===== src/hdl/hpcc_pkg.sv =====
`timescale 1ns / 1ps

package hpcc_pkg;

	// phase codes
	localparam int PHASE_W = 2;
	localparam logic [PHASE_W-1:0] PH_DECIDE = 2'd0;
	localparam logic [PHASE_W-1:0] PH_PULSE  = 2'd1;
	localparam logic [PHASE_W-1:0] PH_COAST  = 2'd2;

	// register file
	localparam int CFG_IDX_W  = 3;
	localparam int CFG_DATA_W = 16;

	localparam logic [CFG_IDX_W-1:0] CFG_PULSE_FAR   = 3'd0;
	localparam logic [CFG_IDX_W-1:0] CFG_PULSE_MID   = 3'd1;
	localparam logic [CFG_IDX_W-1:0] CFG_PULSE_NEAR  = 3'd2;
	localparam logic [CFG_IDX_W-1:0] CFG_COAST_MIN   = 3'd3;
	localparam logic [CFG_IDX_W-1:0] CFG_COAST_MAX   = 3'd4;
	localparam logic [CFG_IDX_W-1:0] CFG_DROP_THR    = 3'd5;
	localparam logic [CFG_IDX_W-1:0] CFG_ZONE_MID    = 3'd6;
	localparam logic [CFG_IDX_W-1:0] CFG_ZONE_NEAR   = 3'd7;

	localparam logic [15:0] RST_PULSE_FAR  = 16'd2000;
	localparam logic [15:0] RST_PULSE_MID  = 16'd500;
	localparam logic [15:0] RST_PULSE_NEAR = 16'd250;
	localparam logic [15:0] RST_COAST_MIN  = 16'd3000;
	localparam logic [15:0] RST_COAST_MAX  = 16'd20000;
	localparam logic [9:0]  RST_DROP_THR   = 10'd15;
	localparam logic [6:0]  RST_ZONE_MID   = 7'd70;
	localparam logic [6:0]  RST_ZONE_NEAR  = 7'd85;

	typedef struct packed {
		logic [15:0] pulse_far_ms;
		logic [15:0] pulse_mid_ms;
		logic [15:0] pulse_near_ms;
		logic [15:0] min_coast_ms;
		logic [15:0] max_coast_ms;
		logic [9:0]  drop_threshold_cdeg;
		logic [6:0]  far_limit_pct;
		logic [6:0]  mid_limit_pct;
	} cfg_t;

endpackage


===== src/hdl/hpcc_cfg.sv =====
`timescale 1ns / 1ps

module hpcc_cfg
	import hpcc_pkg::*;
(
	input  logic                  clk,
	input  logic                  arst_n,
	input  logic                  cfg_we,
	input  logic [CFG_IDX_W-1:0]  cfg_addr,
	input  logic [CFG_DATA_W-1:0] cfg_wdata,
	output cfg_t                  cfg
);

	cfg_t cfg_q;

	always_ff @(posedge clk or negedge arst_n) begin
		if (!arst_n) begin
			cfg_q.pulse_far_ms        <= RST_PULSE_FAR;
			cfg_q.pulse_mid_ms        <= RST_PULSE_MID;
			cfg_q.pulse_near_ms       <= RST_PULSE_NEAR;
			cfg_q.min_coast_ms        <= RST_COAST_MIN;
			cfg_q.max_coast_ms        <= RST_COAST_MAX;
			cfg_q.drop_threshold_cdeg <= RST_DROP_THR;
			cfg_q.far_limit_pct       <= RST_ZONE_MID;
			cfg_q.mid_limit_pct       <= RST_ZONE_NEAR;
		end else if (cfg_we) begin
			case (cfg_addr)
				CFG_PULSE_FAR:  cfg_q.pulse_far_ms        <= cfg_wdata;
				CFG_PULSE_MID:  cfg_q.pulse_mid_ms        <= cfg_wdata;
				CFG_PULSE_NEAR: cfg_q.pulse_near_ms       <= cfg_wdata;
				CFG_COAST_MIN:  cfg_q.min_coast_ms        <= cfg_wdata;
				CFG_COAST_MAX:  cfg_q.max_coast_ms        <= cfg_wdata;
				CFG_DROP_THR:   cfg_q.drop_threshold_cdeg <= cfg_wdata[9:0];
				CFG_ZONE_MID:   cfg_q.far_limit_pct       <= cfg_wdata[6:0];
				CFG_ZONE_NEAR:  cfg_q.mid_limit_pct       <= cfg_wdata[6:0];
				default: ;
			endcase
		end
	end

	assign cfg = cfg_q;

endmodule


===== src/hdl/hpcc_core.sv =====
`timescale 1ns / 1ps

module hpcc_core
	import hpcc_pkg::*;
(
	input  logic               clk,
	input  logic               arst_n,
	input  logic               step_en,
	input  cfg_t               cfg,
	input  logic [31:0]        now_ms,
	input  logic signed [15:0] temp_cdeg,
	input  logic [14:0]        target_cdeg,
	input  logic               restart,
	output logic               heater_on,
	output logic [PHASE_W-1:0] pulse_phase
);

	logic [PHASE_W-1:0] phase_q;
	logic [31:0]        timer_start_q;
	logic [15:0]        pulse_width_q;
	logic signed [15:0] peak_q;
	logic               heater_q;

	logic [PHASE_W-1:0] phase_d;
	logic [31:0]        timer_start_d;
	logic [15:0]        pulse_width_d;
	logic signed [15:0] peak_d;
	logic               heater_d;

	logic [PHASE_W-1:0] phase_eff;
	logic               at_target;
	logic signed [22:0] scaled;
	logic [21:0]        mid_lim;
	logic [21:0]        near_lim;
	logic               far_zone;
	logic               mid_zone;
	logic [31:0]        elapsed;
	logic signed [15:0] peak_new;
	logic signed [16:0] drop;

	assign phase_eff = restart ? PH_DECIDE : phase_q;
	assign at_target = $signed({temp_cdeg[15], temp_cdeg}) >= $signed({2'b00, target_cdeg});

	// exact ratio test: temp*100 against pct*target
	assign scaled   = $signed({{7{temp_cdeg[15]}}, temp_cdeg}) * 23'sd100;
	assign mid_lim  = 22'(cfg.far_limit_pct * target_cdeg);
	assign near_lim = 22'(cfg.mid_limit_pct * target_cdeg);
	assign far_zone = scaled < $signed({1'b0, mid_lim});
	assign mid_zone = scaled < $signed({1'b0, near_lim});

	// wraps modulo 2^32
	assign elapsed  = now_ms - timer_start_q;
	assign peak_new = (temp_cdeg > peak_q) ? temp_cdeg : peak_q;
	assign drop     = $signed({peak_new[15], peak_new}) - $signed({temp_cdeg[15], temp_cdeg});

	always_comb begin
		phase_d       = phase_eff;
		timer_start_d = timer_start_q;
		pulse_width_d = restart ? 16'd0 : pulse_width_q;
		peak_d        = peak_q;
		heater_d      = restart ? 1'b0 : heater_q;
		if (at_target) begin
			heater_d      = 1'b0;
			phase_d       = PH_DECIDE;
			pulse_width_d = 16'd0;
		end else begin
			case (phase_eff)
				PH_PULSE: begin
					if (elapsed >= {16'd0, pulse_width_q}) begin
						heater_d      = 1'b0;
						peak_d        = temp_cdeg;
						timer_start_d = now_ms;
						phase_d       = PH_COAST;
					end
				end
				PH_COAST: begin
					heater_d = 1'b0;
					peak_d   = peak_new;
					if (elapsed >= {16'd0, cfg.min_coast_ms}) begin
						if (drop >= $signed({7'd0, cfg.drop_threshold_cdeg}) ||
						    elapsed >= {16'd0, cfg.max_coast_ms}) begin
							phase_d = PH_DECIDE;
						end
					end
				end
				default: begin
					if (far_zone)
						pulse_width_d = cfg.pulse_far_ms;
					else if (mid_zone)
						pulse_width_d = cfg.pulse_mid_ms;
					else
						pulse_width_d = cfg.pulse_near_ms;
					timer_start_d = now_ms;
					heater_d      = 1'b1;
					phase_d       = PH_PULSE;
				end
			endcase
		end
	end

	always_ff @(posedge clk or negedge arst_n) begin
		if (!arst_n) begin
			phase_q       <= PH_DECIDE;
			timer_start_q <= 32'd0;
			pulse_width_q <= 16'd0;
			peak_q        <= 16'sd0;
			heater_q      <= 1'b0;
		end else if (step_en) begin
			phase_q       <= phase_d;
			timer_start_q <= timer_start_d;
			pulse_width_q <= pulse_width_d;
			peak_q        <= peak_d;
			heater_q      <= heater_d;
		end
	end

	assign heater_on   = heater_d;
	assign pulse_phase = phase_d;

endmodule


===== src/hdl/heater_pulse_coast_controller_top.sv =====
`timescale 1ns / 1ps
// path: an input transfer is held in the input register, and its result in the
// result register on the master side; one tick per cycle while m_tready holds;
// the regulator steps from the input register, so ticks may arrive back to back
// reset: arst_n is asynchronous, active low; clears the regulator state, both
// stage valids and restores the register defaults

module heater_pulse_coast_controller_top
	import hpcc_pkg::*;
(
	input  logic                  clk,
	input  logic                  arst_n,
	// configuration writes
	input  logic                  cfg_we,
	input  logic [CFG_IDX_W-1:0]  cfg_addr,
	input  logic [CFG_DATA_W-1:0] cfg_wdata,
	// tick input
	input  logic                  s_tvalid,
	output logic                  s_tready,
	// now_ms [31:0], temp_cdeg [47:32], target_cdeg [62:48], restart [63]
	input  logic [63:0]           s_tdata,
	// result output
	output logic                  m_tvalid,
	input  logic                  m_tready,
	// heater_on [0], pulse_phase [2:1], zeros [7:3]
	output logic [7:0]            m_tdata
);

	cfg_t cfg;

	// input register
	logic               valid_s1;
	logic [31:0]        now_s1;
	logic signed [15:0] temp_s1;
	logic [14:0]        target_s1;
	logic               restart_s1;

	// result register
	logic               m_valid_q;
	logic               heater_on_q;
	logic [PHASE_W-1:0] pulse_phase_q;

	logic               step_en;
	logic               heater_nxt;
	logic [PHASE_W-1:0] phase_nxt;

	// the tick in the input register steps when the result register is free
	// or is being emptied in this cycle
	assign step_en  = valid_s1 && (!m_valid_q || m_tready);
	assign s_tready = !valid_s1 || step_en;

	hpcc_cfg u_cfg (
		.clk       (clk),
		.arst_n    (arst_n),
		.cfg_we    (cfg_we),
		.cfg_addr  (cfg_addr),
		.cfg_wdata (cfg_wdata),
		.cfg       (cfg)
	);

	hpcc_core u_core (
		.clk         (clk),
		.arst_n      (arst_n),
		.step_en     (step_en),
		.cfg         (cfg),
		.now_ms      (now_s1),
		.temp_cdeg   (temp_s1),
		.target_cdeg (target_s1),
		.restart     (restart_s1),
		.heater_on   (heater_nxt),
		.pulse_phase (phase_nxt)
	);

	always_ff @(posedge clk or negedge arst_n) begin
		if (!arst_n) begin
			valid_s1 <= 1'b0;
		end else if (s_tready) begin
			valid_s1 <= s_tvalid;
		end
	end

	// payload capture on each input transfer
	always_ff @(posedge clk) begin
		if (s_tvalid && s_tready) begin
			now_s1     <= s_tdata[31:0];
			temp_s1    <= s_tdata[47:32];
			target_s1  <= s_tdata[62:48];
			restart_s1 <= s_tdata[63];
		end
	end

	always_ff @(posedge clk or negedge arst_n) begin
		if (!arst_n) begin
			m_valid_q <= 1'b0;
		end else if (step_en) begin
			m_valid_q <= 1'b1;
		end else if (m_tready) begin
			m_valid_q <= 1'b0;
		end
	end

	always_ff @(posedge clk) begin
		if (step_en) begin
			heater_on_q   <= heater_nxt;
			pulse_phase_q <= phase_nxt;
		end
	end

	assign m_tvalid = m_valid_q;
	assign m_tdata  = {5'd0, pulse_phase_q, heater_on_q};

endmodule

===== config.mk =====
export PLATFORM = sky130hd
export DESIGN_NAME = heater_pulse_coast_controller_top
export DESIGN_NICKNAME = d
export VERILOG_FILES = /design/src/hdl/hpcc_pkg.sv /design/src/hdl/hpcc_cfg.sv /design/src/hdl/hpcc_core.sv /design/src/hdl/heater_pulse_coast_controller_top.sv
export SDC_FILE = /design/constraint.sdc
export NUM_CORES = 1
export LEC_CHECK = 0
export ABC_AREA = 1
export BUFFER_PORTS_ARGS = -buffer_cell sky130_fd_sc_hd__buf_2
export CAP_MARGIN = 20
export CORE_AREA = 2 2 203 355
export CTS_CLUSTER_SIZE = 16
export DETAILED_ROUTE_END_ITERATION = 10
export DIE_AREA = 0 0 205 357
export PLACE_DENSITY = 0.6
export SETUP_SLACK_MARGIN = 0.05
export SYNTH_ARGS = -nofsm -noshare
export SYNTH_HDL_FRONTEND = slang
export SYNTH_SLANG_ARGS = --single-unit

===== constraint.sdc =====
create_clock -name clk -period 7.9 [get_ports clk]
set_input_delay 1.58 -clock clk [delete_from_list [all_inputs] [get_ports clk]]
set_output_delay 1.58 -clock clk [all_outputs]
set_load 0.01 [all_outputs]

# Yosys cells after proc, flatten, opt, wreduce, memory -nomap -nowiden
# Cells that the tools add are included.
dict set report op_classes {
  addsub 2
  n_mul 3
  order_cmp 8
  n_eq_ne 11
  mux 22
  bitwise_logic 2
  n_reduce_logical 22
}
# cell count
set op_table {}
lappend op_table {{16-bit two-way mux} 7}
lappend op_table {{32-bit by 16-bit >= comparator with 1-bit output} 3}
lappend op_table {{32-bit case mux with 2 select lines} 1}
lappend op_table {{23-bit less-than comparator} 2}
lappend op_table {{7-bit by 15-bit multiplier with 22-bit output} 2}
lappend op_table {{32-bit two-way mux} 1}
lappend op_table {{16-bit case mux with 2 select lines} 1}
lappend op_table {{32-bit subtractor} 1}
lappend op_table {{16-bit by 6-bit multiplier with 21-bit output (second input constant)} 1}
lappend op_table {{2-bit AND reduction} 9}
lappend op_table {{17-bit by 11-bit >= comparator with 1-bit output} 1}
lappend op_table {{16-bit by 16-bit subtractor with 17-bit output} 1}
lappend op_table {{16-bit >= comparator} 1}
lappend op_table {{16-bit > comparator} 1}
lappend op_table {{3-bit == test (second input constant)} 4}
lappend op_table {{2-bit two-way mux} 5}
lappend op_table {{4-bit AND reduction} 2}
lappend op_table {{3-bit by 2-bit == test with 1-bit output (second input constant)} 2}
lappend op_table {{1-bit two-way mux} 5}
lappend op_table {{2-bit case mux with 2 select lines} 1}
lappend op_table {{2-bit nonzero test} 2}
lappend op_table {{3-bit by 1-bit == test with 1-bit output (second input constant)} 1}
lappend op_table {{3-bit logical NOT} 1}
lappend op_table {{1-bit logical OR} 3}
lappend op_table {{other kinds (9)} 12}
dict set report totals {
  ff_bits 240
  output_inout_bits 10
  wordCells 91
}

# Logic depth before layout (Yosys ltp)
dict set report logic_depth {
  word_depth 9
  mapped_depth 40
  ltp_nobuf 39
}

# Cells and area by module
# A second synthesis with hierarchy kept.
dict set report hier_totals {
  hier_cells 3368
  area_unflattened_um2 24755.0
}
# mod n_inst cells_each area_per_inst_um2 seq_area_each_um2
set by_module_without_submodules {}
lappend by_module_without_submodules {hpcc_core 1 2814 18407.7 1676.6}
lappend by_module_without_submodules {hpcc_cfg 1 468 4191.5 2653.8}
lappend by_module_without_submodules {heater_pulse_coast_controller_top 1 86 2155.8 2062.0}

# Worst setup path before layout
# Ideal clock, no wire load.
dict set report synth_timing {
  path_kind {register to register}
  start {reg u_cfg.cfg_q (netlist bit u_cfg.cfg[6])}
  end {reg u_core.pulse_width_q[10]}
  arrival_ps 6494
  slack_ps 1290
  path_stages_with_launch 37
  n_path_buf 3
  synth_period_minus_slack_ps 6610
  path_cell_list {dfstp_2 -> clkbuf_1 -> clkbuf_1 -> nand2_1 -> fa_1 -> fa_1 -> inv_1 -> fa_1 -> inv_1 -> fa_1 -> inv_1 -> ha_1 -> a21oi_1 -> nand2_1 -> nor2_1 -> o21ai_1 -> a21boi_0 -> o21ai_1 -> a21boi_0 -> o21ai_1 -> xnor2_1 -> ha_1 -> inv_1 -> nor3_1 -> a211oi_1 -> nand2_1 -> nand3_1 -> nand2_1 -> nand2_1 -> nand2_1 -> nand2_1 -> buf_2 -> nand2_1 -> nand2_1 -> nand2_1 -> nand2_1 -> nand2_1}
}
dict set report synth_between {
  elab_chain_cells 6
}
# element line_no
set synth_lines {}
lappend synth_lines {{start: declaration} hpcc_cfg.sv:14} ;# cfg_t cfg_q;
lappend synth_lines {{7-bit by 15-bit multiplier with 22-bit output} hpcc_core.sv:47} ;# assign near_lim = 22'(cfg.mid_limit_pct * target_cdeg);
lappend synth_lines {{23-bit less-than comparator} hpcc_core.sv:49} ;# assign mid_zone = scaled < $signed({1'b0, near_lim});
lappend synth_lines {{16-bit two-way mux} hpcc_core.sv:89} ;# else if (mid_zone)
lappend synth_lines {{16-bit two-way mux} hpcc_core.sv:87} ;# if (far_zone)
lappend synth_lines {{16-bit two-way mux} hpcc_core.sv:67} ;# case (phase_eff)
lappend synth_lines {{16-bit two-way mux} hpcc_core.sv:62} ;# if (at_target) begin
lappend synth_lines {{end signal: assignment} hpcc_core.sv:111} ;# pulse_width_q <= pulse_width_d;
lappend synth_lines {{end: declaration} hpcc_core.sv:20} ;# logic [15:0] pulse_width_q;
# Every way passes these cells.
# A chain may end at the register's enable or synchronous reset.

# Final worst setup path
dict set report layout_timing {
  start {reg target_s1[1]}
  end {reg u_core.pulse_width_q[0]}
}
dict set report layout_between {
  elab_chain_cells 6
  elab_cells_between_ends 11
  classes_between {mul: 2; order compare: 3; eq/ne: 1; mux: 4; reduce/logical: 1}
}
# element line_no
set layout_lines {}
lappend layout_lines {{start: declaration} heater_pulse_coast_controller_top.sv:35} ;# logic [14:0] target_s1;
lappend layout_lines {{start signal: assignment} heater_pulse_coast_controller_top.sv:87} ;# target_s1 <= s_tdata[62:48];
lappend layout_lines {{7-bit by 15-bit multiplier with 22-bit output} hpcc_core.sv:47}
lappend layout_lines {{23-bit less-than comparator} hpcc_core.sv:49}
lappend layout_lines {{16-bit two-way mux} hpcc_core.sv:89}
lappend layout_lines {{16-bit two-way mux} hpcc_core.sv:87}
lappend layout_lines {{16-bit two-way mux} hpcc_core.sv:67}
lappend layout_lines {{16-bit two-way mux} hpcc_core.sv:62}
# Parallel ways exist; a longest one is shown, timed or not.

==> impl_metrics.yaml <==
die:
  rows: 129
  io_pins: 98
  die_w_um: 205
  die_h_um: 357
  core_mm2: 0.0704
  initial_core_util_pct: 34.8
  die_area_mm2: 0.0732
sta:
  worst_slew_pin_slew_ns: 0.959
  clock-skew-final_ns: 0.0408
  setup_tns_ns: 0
  setup_viol: 0
  finalHoldViolCount: 0
  fmax_mhz: 138
  drv_slew: 0
  finalCriticalPeriod_ns: 7.24
  slew_headroom_pct: 35.9
  period_share_pct: 91.7
  whs_ns: 0.483
  rsz0062_at_grt: "no"
detailed_routing:
  vias_per_cell: 4.74
  vias: 20500
  drt-pass1-iter-count: 5
  post_drt_wl_per_cell_um: 16.4
  ant_nets: 0
  drcViolationCount: 0
  routed_wl_mm: 70.9
  drt_iter0_drc: 936
yosys:
  synth.distinct_cells: 48
  async_flop_share_pct: 72.1
  synth.avg_cell_area_um2: 7.36
  netlist.top_cell.by_area: "ha_1"
  synth_seq_cells: 240
  ys_seq_area_share_pct: 26.1
  synth_flop_cell: "dfrtp_1"
  synth_cells: 3327
  netlist_top_cells_count: "nand2_1, inv_1, ha_1"
  yosysWarningCount: 0
  yosys-top-cells-area: "ha_1, nand2_1, dfrtp_1"
  syn_area_mm2: 0.0245
  synth_top_area_share_pct: 15.6
  synth_edf_count: 67
  yosysMostFrequentCell: "nand2_1"
hold_path:
  hp-class: "reg -> reg"
  min_path_cells: 2
setup_path:
  crit_required_ns: 8.40
  critical_path_class: "reg -> reg"
  max_stage_delay_ns: 0.71
  crit_slowest_cell: "edfxtp_1"
  cp.arrival_ns: 7.74
  ff2ff_path_depth: 34
  endpoint_kind: "flop"
  cp-start-kind: "flop"
  cp_common_cell: "nand2_1"
  cp_max_fo: 17
power_and_ir_drop:
  leakage_nw: 15.2
  p_per_area_mw_per_mm2: 460
  vdd_drop_max_v: 0.000245
cts:
  clk_pin_slew_ns: 0.06
  cts_tree: "done"
  cts-hold-fix-buffers: 0
  post_cts_buffers: 0
  numCtsBuffers: 28
  h-tree-depth: 1
  root_buffer: "clkbuf_16"
  clkSinkCount: 240
  cts_buffer_depth: 3
  worstSkewPairLatency_ns: 0.61
  cts_resized: 0
cells_and_area:
  multiInputGateArea_mm2: 0.0147
  nNetsFinal: 3921
  register_area_mm2: 0.00639
  stdcell_area_mm2: 0.0268
  final_cells: 4323
  fillers: 7497
  drive_above_1_share_pct: 7.08
  syn_to_final_growth_pct: 9.67
global_routing:
  grt_use_total_pct: 19.6
  grt_pass1_wl_mm: 110
  grt_max_degree: 135
  antenna_found_initial: 0
  grt.overflow.total: 0
  grt_pass1_vias: 20700
placed_design:
  place_congestion: 0.978
  dpl_cell_area_mm2: 0.0258
  io_buffers: 92
  post-place-cells: 4268
  place_hpwl_mm: 58.0
status:
  status: "complete, no violations"
run:
  drv_cap: 0
[critical path, delay by kind of cell (launching register included)]
kind	cells	cell delay, ns
flip-flops	1	0.71
AND/OR/NAND/NOR	15	1.59
XOR/XNOR	1	0.15
AO/OA/AOI/OAI	7	1.53
buffers and inverters	5	0.41
adder cells (fa/ha/maj)	6	2.73
[state kept, by name (all words and copies together), names as in the netlist, 2 cells and up]
| register | count |
|---|---|
| u_core.pulse_width_q | 16 |
| target_s1 | 15 |
| temp_s1 | 16 |
| u_core.phase_q | 2 |
| u_cfg.cfg | 104 |
| now_s1 | 32 |
| u_core.peak_q | 16 |
| u_core.timer_start_q | 32 |
| pulse_phase_q | 2 |
[metal layers]
metal  global-route usage (%)  wire length, um  part of all wire [%]  vias to the layer above
li1                         -                -                     -                    10300
met1                     19.5            25600                    36                     9675
met2                     39.4            39000                    55                      349
met3                     1.46             1790                   2.5                      162
met4                     10.6             4480                   6.3                        0
met5                        0                0                     0                        -
[cell usage in the layout (no fill, tap or decap), drive strengths merged, types with 67 or more instances in the layout]
cell type  synthesis  final
nand2            987    987
inv              789    792
ha               306    306
o21ai            216    216
a21oi            153    153
fa               144    144
dfrtp            132    132
nor2             125    125
buf               16    110
nand3             83     83
edfxtp            67     67
[worst paths after layout]
path | start | endpoint | slack [ns]
setup / recovery | target_s1[1] | u_core.pulse_width_q[0] | 0.66
hold / removal | u_cfg.cfg[36] | u_cfg.cfg[36] | 0.48
setup reg to reg | target_s1[1] | u_core.pulse_width_q[0] | 0.66
hold reg to reg | u_cfg.cfg[36] | u_cfg.cfg[36] | 0.48
max in group asynchronous | arst_n | u_cfg.cfg[36] | 5.88
min in group asynchronous | arst_n | u_core.peak_q[11] | 0.92
[metrics by stage]
stage / utilization [%] / setup slack [ns] / total power, mW
final: 38.1 / 0.657 / 12.3
after global routing: 38.1 / 0.104 / 13.9
after CTS: 38.1 / 0.748 / 12.5
after detailed placement: 36.7 / 0.763 / 11.0
after global placement: 36.7 / 0.827 / 10.9
after floorplan: - / 1.29 / 8.52
[power by group]
part | leakage [nW] | total [mW] | switching, mW | internal [mW]
Sequential | 2.73 | 1.83 | 0.254 | 1.57
Combinational | 12.1 | 9.17 | 5.79 | 3.38
Clock | 0.465 | 1.35 | 0.594 | 0.755
Total | 15.2 | 12.3 | 6.64 | 5.71
[cells by family (layout without fill, tap and decap cells)]
group | after synthesis | count (layout) | synth area share, %
AOI/OAI and AO/OA | 417 | 417 | 9.17
buffers and inverters | 881 | 955 | 13.8
and+or+nand+nor | 1257 | 1257 | 20.6
DFF | 240 | 240 | 26.1
xor gates and xnor gates | 81 | 81 | 2.90
adders and majority gates | 450 | 450 | 27.4
other | 1 | 6 | 0.0153
[layout make-up]
cell class              count  share of cell area (%)
flip-flops and latches    240                    23.8
multi-input cells        2210                    54.8
clock buffers              34                    2.81
clock inverters            18                   0.708
well taps                 917                    4.27
diodes                      1                 0.00932
inverters                 792                    11.1
repair buffers            111                    2.48
No activity file was read; power rests on OpenSTA's default activity.
